--- src/rtl/core/v3au_pkg.sv ---
package v3au_pkg;

   localparam int WORD_W     = 32;
   localparam int FRAC_BITS  = 16;
   localparam int LANES      = 3;
   localparam int PROD_W     = 2 * WORD_W;
   localparam int SUM_W      = PROD_W + 2;
   localparam int DIV_W      = WORD_W + FRAC_BITS;
   localparam int SQ_REM_W   = WORD_W + 1;
   localparam int SQRT_CELLS = WORD_W;
   localparam int DIV_CELLS  = DIV_W;

   // opcodes
   localparam logic [3:0] OP_ADD   = 4'd0;
   localparam logic [3:0] OP_SUB   = 4'd1;
   localparam logic [3:0] OP_MUL   = 4'd2;
   localparam logic [3:0] OP_DIV   = 4'd3;
   localparam logic [3:0] OP_ADD_S = 4'd4;
   localparam logic [3:0] OP_SUB_S = 4'd5;
   localparam logic [3:0] OP_MUL_S = 4'd6;
   localparam logic [3:0] OP_DIV_S = 4'd7;
   localparam logic [3:0] OP_SUM   = 4'd8;
   localparam logic [3:0] OP_DOT   = 4'd9;
   localparam logic [3:0] OP_MAGSQ = 4'd10;
   localparam logic [3:0] OP_MAG   = 4'd11;
   localparam logic [3:0] OP_NORM  = 4'd12;

   // what is still to be done to a beat in the chain
   localparam logic [1:0] KIND_EARLY = 2'd0;
   localparam logic [1:0] KIND_DIV   = 2'd1;
   localparam logic [1:0] KIND_MAG   = 2'd2;
   localparam logic [1:0] KIND_NORM  = 2'd3;

   typedef logic [WORD_W-1:0] word_type;

   localparam word_type WORD_MAX = {1'b0, {(WORD_W-1){1'b1}}};
   localparam word_type WORD_MIN = {1'b1, {(WORD_W-1){1'b0}}};

   typedef struct packed {
      logic [1:0]                        kind;
      logic [LANES-1:0]                  neg;
      logic [LANES-1:0][WORD_W-1:0]      er;
      word_type                          es;
      logic                              edz;
      logic [PROD_W-1:0]                 rad;
      logic [SQ_REM_W-1:0]               sq_rem;
      word_type                          root;
      logic [LANES-1:0][WORD_W-1:0]      dvsr;
      logic [LANES-1:0][WORD_W-1:0]      drem;
      logic [LANES-1:0][DIV_W-1:0]       work;
   } pipe_type;

   typedef struct packed {
      logic [LANES-1:0][WORD_W-1:0]      r;
      word_type                          s;
      logic                              dz;
   } res_type;

   function automatic word_type sat_word(input logic signed [SUM_W-1:0] v);
      logic signed [SUM_W-1:0] hi;
      logic signed [SUM_W-1:0] lo;
      hi = {{(SUM_W-WORD_W+1){1'b0}}, {(WORD_W-1){1'b1}}};
      lo = {{(SUM_W-WORD_W+1){1'b1}}, {(WORD_W-1){1'b0}}};
      if (v > hi) return WORD_MAX;
      if (v < lo) return WORD_MIN;
      return v[WORD_W-1:0];
   endfunction

endpackage

--- src/rtl/core/v3au_div_cell.sv ---
module v3au_div_cell (
   input  logic               clock,
   input  logic               reset,
   input  logic               en,
   input  logic               in_valid,
   input  v3au_pkg::pipe_type in_pipe,
   output logic               out_valid,
   output v3au_pkg::pipe_type out_pipe
);
   import v3au_pkg::*;

   logic [WORD_W:0] trem [LANES];
   logic [WORD_W:0] dext [LANES];
   logic [WORD_W:0] diff [LANES];
   logic            ge   [LANES];
   pipe_type        pipe_in;
   pipe_type        pipe_ff;
   logic            valid_ff;

   // one restoring quotient bit per lane per cell
   always_comb begin
      pipe_in = in_pipe;
      for (int i = 0; i < LANES; i++) begin
         trem[i] = {in_pipe.drem[i], in_pipe.work[i][DIV_W-1]};
         dext[i] = {1'b0, in_pipe.dvsr[i]};
         diff[i] = trem[i] - dext[i];
         ge[i]   = trem[i] >= dext[i];
         pipe_in.drem[i] = ge[i] ? diff[i][WORD_W-1:0] : trem[i][WORD_W-1:0];
         pipe_in.work[i] = {in_pipe.work[i][DIV_W-2:0], ge[i]};
      end
   end

   always_ff @(posedge clock) begin
      if (reset)   valid_ff <= 1'b0;
      else if (en) valid_ff <= in_valid;
   end

   always_ff @(posedge clock) begin
      if (en) pipe_ff <= pipe_in;
   end

   assign out_valid = valid_ff;
   assign out_pipe  = pipe_ff;

endmodule

--- config.mk ---
export PLATFORM = sky130hd
export DESIGN_NAME = v3au_div_cell
export DESIGN_NICKNAME = d
export VERILOG_FILES = /design/src/rtl/core/v3au_pkg.sv /design/src/rtl/core/v3au_div_cell.sv
export SDC_FILE = /design/constraint.sdc
export NUM_CORES = 1
export LEC_CHECK = 0
export BUFFER_PORTS_ARGS = -buffer_cell sky130_fd_sc_hd__buf_2
export CAP_MARGIN = 20
export CORE_AREA = 2 2 470 472
export DETAILED_ROUTE_END_ITERATION = 8
export DIE_AREA = 0 0 472 474
export PLACE_DENSITY = 0.4
export SETUP_SLACK_MARGIN = 0.4
export SLEW_MARGIN = 15
export SYNTH_ARGS = -nofsm -noshare
export SYNTH_HDL_FRONTEND = slang
export SYNTH_SLANG_ARGS = --single-unit
--- constraint.sdc ---
create_clock -name clock -period 3.3 [get_ports clock]
set_clock_uncertainty 0.15 [all_clocks]
set_input_delay 0.33 -clock clock [delete_from_list [all_inputs] [get_ports clock]]
set_output_delay 0.33 -clock clock [all_outputs]
set_load 0.05 [all_outputs]
==> summary.txt, run 1 <==
Detailed routing
  • DRC viols: 0
  • First DRT Iteration DRCs: 1435
  • Final WL: 192 mm
  • Vias: 23.3k
  • Wirelength per Cell: 28.8 um
  • Vias per inst: 3.49
  • Drt pass-1 iters: 5
  • Final ANT Viol Nets: 0

Final layout
  • P&R area growth vs syn: 83.6%
  • Final net count: 4415
  • Share of post-route cells with drive strength above 1: 44.4%
  • Non-filler cells, final: 6691
  • Final core utilization: 20.9%
  • Fin area: 45600 um2

Clock tree
  • CTS max path bufs: 3
  • Clk slew on worst S/H paths: 60 ps
  • CTS tree: yes
  • Root Buffer: clkbuf_16
  • # clock sinks: 600
  • CTS H-Tree Depth: 3
  • Total CTS buffers: 85
  • Clk_lat worst skew: 720 ps

Timing
  • Tmin final: 2950 ps
  • Worst slew pin tran: 890 ps
  • Slew margin rel.: 40.2%
  • Max frequency: 0.339 GHz
  • Final setup fails: 0
  • Max Slew Vio Count: 0
  • RSZ-0062 raised after global routing: true
  • Worst Hold Slack: 59.1 ps
  • Setup_tns: 0 ps
  • Fin crit share: 89.4%
  • Final Hold Viols: 0

Floorplan
  • Core Region: 219000 um2
  • Die W: 472 um
  • Die Footprint: 224000 um2
  • Row count: 172
  • Die Y: 474 um
  • Starting density of the core: 11.4%
  • I/O pin count: 1203

Power
  • Leakage: 19.0 nW
  • Pwr/cell area: 580 nW/um2
  • Power Internal: 0.0169 W
  • Power share of the sequential group: 35.8%
  • Peak supply drop: 0.336 mV
  • Clock share of power: 36.1%
  • Gate power share: 28.0%
  • P_sw: 0.00953 W
  • Switching portion of total power: 36.0%

Global routing
  • Vias in the first global route: 23.8k
  • Initial antenna violation count: 127
  • Largest net degree at the start of global routing: 88
  • Congestion Overflow GR: 0
  • Global-route wire length before repair: 241 mm
  • Total GRT Usage: 16.5%

Setup path
  • Worst EP required: 3620 ps
  • Setup CP Type: in2reg
  • Worst setup SP type: input pin
  • Arr. time, crit path: 3270 ps
  • R2R depth: 3
  • CP Capture Type: register
  • Worst Path Max Fanout: 6

Synthesis
  • Async set-reset flop share out of synthesis: 0%
  • Top cell type's share of synthesized area: 72.4%
  • Area leader, netlist: edfxtp_1
  • Count of cell types in the netlist: 71
  • Flops & latches, synth: 600
  • Post-synthesis sequential area ratio: 72.4%
  • Syn_area_per_cell: 15.3 um2
  • Synth Net Count: 2325
  • Synth warnings: 0
  • Synth area leaders: edfxtp_1 (72%), ha_1 (4.8%), inv_1 (2.0%)
  • Post-synth EDFFs: 599
  • Post-Syn Instances: 1623
  • Most used DFF post-synth: edfxtp_1
  • Cell area after synthesis: 24900 um2

Place
  • Placer Congestion: 0.928
  • Area after DPL: 36200 um2
  • Final HPWL DP: 164 mm
  • Port bufs: 1202
  • DP Cell Count: 5882

Worst hold path
  • Worst Hold Depth: 4
  • Hold Path Class: in2reg

Job
  • Maxcap violations: 0

Outcome
  • Status: finished, final reports clean
## layout make-up
cell class,instances,area (um2)
diodes,40,100
clock buffers,96,2170
clock inverters,58,663
fillers,23900,173000
inverters,131,509
multi-input cells,857,6590
flip-flops and latches,600,18000
well taps,2871,3590
repair buffers,2038,14000
## placed cells by master, fill, tap and decap left out, types with 14 or more instances in the layout
master,synthesis,routed
clkinv_1,0,19
edfxtp_1,599,599
inv_1,130,127
nand4_1,19,19
mux2_4,19,20
buf_12,0,15
a21oi_1,84,75
nor2_1,59,56
mux2_2,25,26
o21a_1,18,17
o21ai_0,97,92
clkbuf_16,0,86
buf_2,4,1201
a21o_1,32,32
ha_1,96,80
buf_4,0,220
nor3_1,27,26
nand3_1,22,21
nand2_1,85,83
xnor2_1,52,52
a31oi_1,16,14
diode_2,0,40
dlygate4sd3_1,0,599
xor2_1,23,23
## timing repair
action / 4_1_cts / 5_1_grt
hold endpoints to repair: 616 / 3
setup buffers: 0 / 15
setup endpoints to repair: 0 / 64
hold buffers: 596 / 3
gates resized for setup: 0 / 76
## cells by family (layout without fill, tap and decap cells)
group / after synthesis / after routing / synth area share, %
other cells: 0 / 40 / 0
xor+xnor: 75 / 75 / 2.64
mux: 56 / 56 / 2.79
flops: 600 / 600 / 72.4
compound gates: 346 / 346 / 8.93
buf+inv: 166 / 2323 / 2.59
fa+ha+maj: 99 / 99 / 5.07
simple gates: 281 / 281 / 5.53
## critical path, cell delays in order
cell and delay [ps]:
dlygate4sd3_1 530, buf_2 120, inv_2 40, ha_4 260, nand4_1 180, buf_4 200
a31oi_4 190, o311ai_4 130, a211oi_2 230, o21ai_1 100, a31o_2 300, buf_4 160
clkbuf_16 150, mux2_1 330
## stage by stage
step                      setup slack (ps)  power, W
after floorplan                        285    0.0133
after global placement                -180    0.0164
after detailed placement              -259    0.0163
after CTS                              403    0.0269
after global routing                   323    0.0275
final                                  349    0.0265
## worst paths after layout
check	endpoint	startpoint	slack, ps
max	out_pipe[166]	in_pipe[247]	350
min	out_pipe[209]	in_pipe[208]	60
min reg2reg	out_valid	out_valid	890
max reg2reg	out_valid	out_valid	2010
## power by group through the flow
stage,Combinational (W),Clock [W],Sequential (W)
floorplan,0.00123,0,0.0121
global placement,0.00673,0,0.00964
detailed placement,0.00672,0,0.00963
CTS,0.00742,0.00996,0.00949
global route,0.00780,0.0102,0.00955
finish,0.00742,0.00956,0.00949
## flip-flops by register name (all words and copies together), names as in the netlist
register,flops
out_pipe,599
out_valid,1
## routing by layer
layer  vias to the layer above  wire length (um)  GRT usage (%)  share of wire [%]
li1                      10400                 -              -                  -
met1                     11500             74800           18.8                 39
met2                      1084             90700           27.6                 47
met3                       345             18500           6.58                9.6
met4                        12              8370           6.32                4.4
met5                         -                57              0              0.030
## cell usage after synthesis (18+ instances only)
| master | n |
|---|---|
| nand3_1 | 22 |
| o21ai_0 | 97 |
| mux2_2 | 25 |
| a21o_1 | 32 |
| edfxtp_1 | 599 |
| mux2_4 | 19 |
| inv_1 | 130 |
| xor2_1 | 23 |
| nand2_1 | 85 |
| ha_1 | 96 |
| clkbuf_1 | 29 |
| nor3_1 | 27 |
| nand4_1 | 19 |
| xnor2_1 | 52 |
| a21oi_1 | 84 |
| o21a_1 | 18 |
| nor2_1 | 59 |
Power figures use the tool's default switching activity.
==> run 2, diff against run 1 <==
ABC_AREA = 1   (was default)
CORE_AREA = 2 2 474 476   (was 2 2 470 472)
DIE_AREA = 0 0 476 478   (was 0 0 472 474)
HOLD_SLACK_MARGIN = 0.08   (was default)
PLACE_DENSITY = 0.41   (was 0.4)
==> run 2 against run 1 <==
Net effect: register-to-register slack about the same; via count up 14%; worst setup slack better by 170 ps.
==> summary.txt, run 2 <==
Setup path
  • Worst setup SP type: input pin
  • CP Capture Type: register
  • Critical path launch point: in_pipe[331]
  • Worst r2r src: out_valid
  • R2R depth: 3 (unchanged)
  • Flop2flop setup slack: 2000 ps (about the same)
  • Setup CP Type: in2reg
  • Worst EP required: 3590 ps (-30 ps)
  • Worst Path Max Fanout: 13 (+7)
  • Worst r2r dst: out_valid
  • Crit path capture: out_pipe[208]
  • Arr. time, crit path: 3080 ps (-190 ps)

Clock tree
  • Total CTS buffers: 81 (-4.7%)
  • CTS tree: yes
  • Clk slew on worst S/H paths: 60 ps (about the same)
  • CTS max path bufs: 3 (unchanged)
  • # clock sinks: 600 (unchanged)
  • CTS H-Tree Depth: 3 (unchanged)
  • Clk_lat worst skew: 690 ps (-30 ps)
  • Root Buffer: clkbuf_16

Timing
  • Tmin final: 2780 ps (-169 ps)
  • Max Slew Vio Count: 0 (unchanged)
  • Worst slew pin tran: 990 ps (+100 ps)
  • Fin crit share: 84.3% (-5.1 points)
  • RSZ-0062 raised after global routing: true
  • Final setup fails: 0 (unchanged)
  • Max frequency: 0.359 GHz (+6.1%)
  • Final Hold Viols: 0 (unchanged)
  • Final WS setup: 517 ps (+169 ps)
  • Slew margin rel.: 33.9% (-6.2 points)

Floorplan
  • Starting density of the core: 12.3% (+0.94 points)
  • Core Region: 223000 um2 (+2.1%)
  • I/O pin count: 1203 (unchanged)
  • Die W: 476 um (+0.85%)
  • Die Footprint: 228000 um2 (+1.7%)
  • Row count: 174 (+1.2%)
  • Die Y: 478 um (+0.84%)

Global routing
  • Initial antenna violation count: 111 (-13%)
  • Largest net degree at the start of global routing: 76 (-14%)
  • Met1 usage: 17.6% (-1.1 points)
  • Met2 GRT Util: 28.2% (+0.60 points)
  • Gr busiest metal: met2
  • Congestion Overflow GR: 0 (unchanged)
  • Total GRT Usage: 15.9% (-0.59 points)
  • Global-route wire length before repair: 242 mm (+0.15%)
  • Met3 Use GR: 5.33% (-1.3 points)
  • Vias in the first global route: 26.4k (+11%)

Worst hold path
  • Hold Path Class: in2reg

Place
  • Final HPWL DP: 159 mm (-2.7%)
  • Area after DPL: 37500 um2 (+3.6%)
  • Dpl ws: -244 ps (+15.5 ps)
  • Placer Congestion: 0.903 (-2.6%)
  • Port bufs: 1202 (unchanged)

Final layout
  • Share of post-route cells with drive strength above 1: 31.7% (-13 points)
  • Commonest non-fill, non-tap cell in the layout: buf_2
  • P&R area growth vs syn: 69.8%
  • Max reg flops: 599 (unchanged)
  • Fin area: 46700 um2 (+2.2%)
  • Most frequent cells in the layout: buf_2 (1201), nand2_1 (859), dlygate4sd3_1 (632)
  • Final net count: 5225 (+18%)

Synthesis
  • Synth warnings: 0 (unchanged)
  • Cell area after synthesis: 27500 um2 (+11%)
  • Post-synthesis sequential area ratio: 65.5% (-6.9 points)
  • Synth cell count leaders: nand2_1 (859), edfxtp_1 (599), inv_1 (454)
  • Count of cell types in the netlist: 37 (-48%)
  • Top cell type's share of synthesized area: 65.5% (-6.9 points)
  • Post-synth EDFFs: 599 (unchanged)
  • Most frequent cell after synthesis: nand2_1
  • Flops & latches, synth: 600 (unchanged)
  • Area leader, netlist: edfxtp_1
  • Most used DFF post-synth: edfxtp_1
  • Post-Syn Instances: 2572 (+58%)
  • Syn_area_per_cell: 10.7 um2 (-30%)
  • Synth area leaders: edfxtp_1 (65%), nand2_1 (12%), inv_1 (6.2%)
  • Synth Net Count: 3274 (+41%)
  • Async set-reset flop share out of synthesis: 0% (unchanged)

Detailed routing
  • Drt pass-1 iters: 5 (unchanged)
  • Final ANT Viol Nets: 0 (unchanged)
  • DRC viols: 0 (unchanged)
  • Wirelength per Cell: 24.8 um (-14%)
  • First DRT Iteration DRCs: 1641 (+14%)
  • Final WL: 189 mm (-1.7%)
  • Vias: 26.7k (+14%)
  • Vias per inst: 3.51 (+0.58%)

Power
  • Power share of the sequential group: 37.4% (+1.6 points)
  • Pwr/cell area: 544 nW/um2 (-6.1%)
  • P_sw: 0.00923 W (-3.2%)
  • Clock share of power: 35.4% (-0.7 points)
  • Switching portion of total power: 36.3% (+0.32 points)
  • Gate power share: 27.2% (-0.8 points)
  • Power Internal: 0.0162 W (-4.5%)
  • Peak supply drop: 0.344 mV (+2.4%)
  • Leakage: 21.4 nW (+13%)

Job
  • Maxcap violations: 0 (unchanged)

Outcome
  • Status: finished, final reports clean
==> run 2: cell families (layout without fill, tap and decap cells) <==
| kind of cell | count (synthesis) | in the layout | share of synthesized area (%) |
|---|---|---|---|
| AO/OA/AOI/OAI | 69 | 69 | 1.31 |
| adder cells (fa/ha/maj) | 99 | 99 | 4.59 |
| flip-flops | 600 | 600 | 65.5 |
| AND/OR/NAND/NOR | 1273 | 1275 | 20.1 |
| buffers and inverters | 488 | 2499 | 7.08 |
| other | 0 | 38 | 0 |
| multiplexers | 1 | 1 | 0.0364 |
| XOR/XNOR | 42 | 42 | 1.34 |
==> run 2: through the flow <==
stage / total power (W) / TNS, ps / util (%) / hold slack [ps] / std cells
after floorplan: 0.0133 / 0 / - / 252 / 2572
after global placement: 0.0159 / -9100 / 16.8 / 330 / 6796
after detailed placement: 0.0159 / -6030 / 16.8 / 333 / 6796
after CTS: 0.0259 / 0 / 20.8 / -271 / 7569
after global routing: 0.0265 / 0 / 20.9 / 100 / 7600
final: 0.0254 / 0 / 20.9 / 132 / 7615
==> run 2: repair_timing <==
action,4_1_cts,5_1_grt
buffers inserted,0,2
setup endpoints to repair,0,66
hold buffers,628,4
endpoints found under the hold margin,728,4
gates resized for setup,0,2
==> run 2: per-layer routing <==
layer	routed length, um	share of wire, %
met5	13	0.0069
met4	7320	3.9
met3	16200	8.6
met2	94300	50
met1	71400	38
==> run 2: critical path, stage by stage <==
cell,delay [ps]
dlygate4sd3_1,710
buf_2,190
inv_1,50
ha_1,370
nand2_2,100
nor2_1,210
inv_1,140
nor3_4,260
nand2_4,220
buf_4,260
nand3_1,100
nand2_1,110
==> run 2: area by class of cell <==
class / count / area (um2)
Fill cell: 24700 / 177000
Inverter: 460 / 1730
Timing Repair Buffer: 1894 / 12900
Clock inverter: 53 / 568
Multi-Input combinational cell: 1486 / 7540
Antenna cell: 38 / 95.1
Sequential cell: 600 / 18000
Tap cell: 2992 / 3740
Clock buffer: 92 / 2080
==> run 2: power by group through the flow <==
stage | Clock (W) | Sequential (W) | Combinational (W)
5_1_grt | 0.00965 | 0.00958 | 0.00731
2_1_floorplan | 0 | 0.0120 | 0.00133
3_5_place_dp | 0 | 0.00965 | 0.00624
3_3_place_gp | 0 | 0.00967 | 0.00625
6_report | 0.00899 | 0.00951 | 0.00690
4_1_cts | 0.00943 | 0.00952 | 0.00699
==> run 2: how the worst min path moves through the flow <==
stage / startpoint / end / slack [ps] / depth (start not counted)
final: in_pipe[173] / out_pipe[174] / 130 / 6
after global routing: in_pipe[490] / out_pipe[490] / 100 / 2
after CTS: in_pipe[195] / out_pipe[196] / -270 / 3
after detailed placement: out_valid / out_valid / 330 / 2
after global placement: out_valid / out_valid / 330 / 2
after floorplan: reset / out_valid / 250 / 1
==> run 3, diff against run 2 <==
CORE_AREA = 2 2 462 464   (was 2 2 474 476)
DIE_AREA = 0 0 464 466   (was 0 0 476 478)
clock period = 2.7 ns   (was 3.3 ns; I/O delays follow)
==> run 3 against run 2 <==
Net effect: the flow now finishes with violations (hold timing); utilization increased by 2.9 points; sequential share of layout area decreased by 2.8 points; routed wire length up 3.5%; clock-buffer cell count down 1; die area decreased by 5.0%; worst setup slack got worse by 140 ps.
==> summary.txt, run 3 (synthesized netlist as in run 2, its figures left out) <==
Floorplan
  • Die Y: 466 um (-2.5%)
  • Row count: 169 (-2.9%)
  • Die W: 464 um (-2.5%)
  • Starting density of the core: 13.0% (+0.69 points)
  • Die Footprint: 216000 um2 (-5.0%)
  • Core Region: 211000 um2 (-5.3%)
  • I/O pin count: 1203 (unchanged)

Clock tree
  • Total CTS buffers: 82 (+1.2%)
  • # clock sinks: 600 (unchanged)
  • CTS H-Tree Depth: 3 (unchanged)
  • CTS max path bufs: 3 (unchanged)
  • CTS tree: yes
  • Root Buffer: clkbuf_16
  • Clk_lat worst skew: 680 ps (about the same)
  • Clk slew on worst S/H paths: 50 ps (about the same)

Power
  • Leakage: 22.9 nW (+7.2%)
  • Peak supply drop: 0.490 mV (+43%)
  • Pwr/cell area: 632 nW/um2 (+16%)

Setup path
  • CP Capture Type: register
  • Setup CP Type: in2reg
  • Delay-heaviest family, CP: simple AND/OR/NAND/NOR gates
  • Worst Path Max Fanout: 3 (-10)
  • Critical Path, Cell by Cell: dlygate4sd3_1, buf_2, ha_1, fa_1, inv_1, nand3_1, nand3_2, nand3_1, nand2_2, nand2_1, nand3_1, nand2_1, nand2_1, nand2_1
  • Bufs and invs on worst path: 3 (-2)
  • Most frequent CP cell: nand2_1
  • Slowest CP cell: dlygate4sd3_1
  • Worst setup SP type: input pin
  • Worst EP required: 2970 ps (-620 ps)
  • Largest stage delay, worst path: 530 ps (-180 ps)
  • Arr. time, crit path: 2590 ps (-490 ps)

Final layout
  • Max reg flops: 599 (unchanged)
  • Commonest non-fill, non-tap cell in the layout: buf_2
  • Final core utilization: 23.8% (+2.9 points)
  • Share of post-route cells with drive strength above 1: 34.9% (+3.2 points)
  • Layout filler cell count: 23.0k (-7.0%)
  • Final net count: 5524 (+5.7%)
  • P&R area growth vs syn: 83.2%
  • Most frequent cells in the layout: buf_2 (1200), dlygate4sd3_1 (833), nand2_1 (810)

Timing
  • Fin crit share: 85.9%
  • Final setup fails: 0 (unchanged)
  • Worst Hold Slack: -381 ps (-512 ps)
  • RSZ-0062 raised after global routing: true
  • Max frequency: 0.431 GHz
  • Worst slew pin tran: 567 ps (-423 ps)
  • Tmin final: 2320 ps
  • Final WS setup: 381 ps (-136 ps)
  • Slew margin rel.: 62.2% (+28 points)
  • Max Slew Vio Count: 0 (unchanged)
  • Final Hold Viols: 3 (+3)

Detailed routing
  • Wirelength per Cell: 25.3 um (+2.0%)
  • Final WL: 196 mm (+3.5%)
  • Final ANT Viol Nets: 0 (unchanged)
  • Vias: 27.9k (+4.3%)
  • First DRT Iteration DRCs: 1836 (+12%)
  • Vias per inst: 3.61 (+2.8%)
  • DRC viols: 0 (unchanged)
  • Drt pass-1 iters: 5 (unchanged)

Outcome
  • Failing checks: hold timing
  • Status: finished with violations

Place
  • Final HPWL DP: 163 mm (+2.7%)
  • Port bufs: 1202 (unchanged)
  • Dpl ws: 6.23 ps (+250 ps)
  • Placer Congestion: 0.889 (-1.5%)

Global routing
  • Initial antenna violation count: 100 (-9.9%)
  • Total GRT Usage: 17.3% (+1.4 points)
  • Congestion Overflow GR: 0 (unchanged)
  • Global-route wire length before repair: 252 mm (+4.1%)
  • Vias in the first global route: 28.1k (+6.4%)
  • Largest net degree at the start of global routing: 76 (unchanged)

Worst hold path
  • Hold Path Class: in2reg

Job
  • Maxcap violations: 0 (unchanged)
[run 3: metal layers]
layer / track usage [%] / vias to the layer above / routed length (um)
met5: 0 / - / 60
met4: 6.51 / 10 / 8390
met3: 6.88 / 308 / 18300
met2: 29.9 / 1199 / 95700
met1: 18.9 / 13400 / 73300
li1: - / 12900 / -
[run 3: area by class of cell]
type	instances	area [um2]	area share, %
sequential	600	18000	35.8
timing repair buffer	2192	15900	31.5
multi-input combinational	1486	8500	16.9
tap	2821	3530	7.01
clock buffer	91	2110	4.19
inverter	460	1730	3.43
clock inverter	54	538	1.07
antenna	20	50.0	0.0994
[run 3: power breakdown]
part           internal, W  total, W  leakage (nW)  switching [W]
registers           0.0113    0.0117          5.87       0.000399
logic              0.00273   0.00917          15.8        0.00644
clock network      0.00625    0.0110          1.28        0.00473
[run 3: timing repair]
| action | CTS | global route |
|---|---|---|
| hold buffers | 820 | 13 |
| setup buffers | 0 | 12 |
| endpoints found under the setup margin | 0 | 98 |
| endpoints found under the hold margin | 696 | 15 |
| resized for setup | 0 | 207 |
[run 3: worst paths after layout]
path / from / to / slack [ps] / cells past startpoint
setup / recovery: in_pipe[304] / out_pipe[236] / 380 / 14
hold / removal: in_pipe[272] / out_pipe[272] / -380 / 1
setup reg to reg: out_valid / out_valid / 1330 / 3
hold reg to reg: out_valid / out_valid / 960 / 3
[run 3: per-stage QoR]
stage | area (um2) | power [W] | TNS [ps] | std cells
after floorplan | 27500 | 0.0163 | 0 | 2572
final | 50300 | 0.0318 | 0 | 7724
after global placement | 38200 | 0.0198 | -3.77 | 6711
after detailed placement | 38200 | 0.0197 | 0 | 6711
after global routing | 50300 | 0.0331 | 0 | 7719
after CTS | 49000 | 0.0320 | 0 | 7676
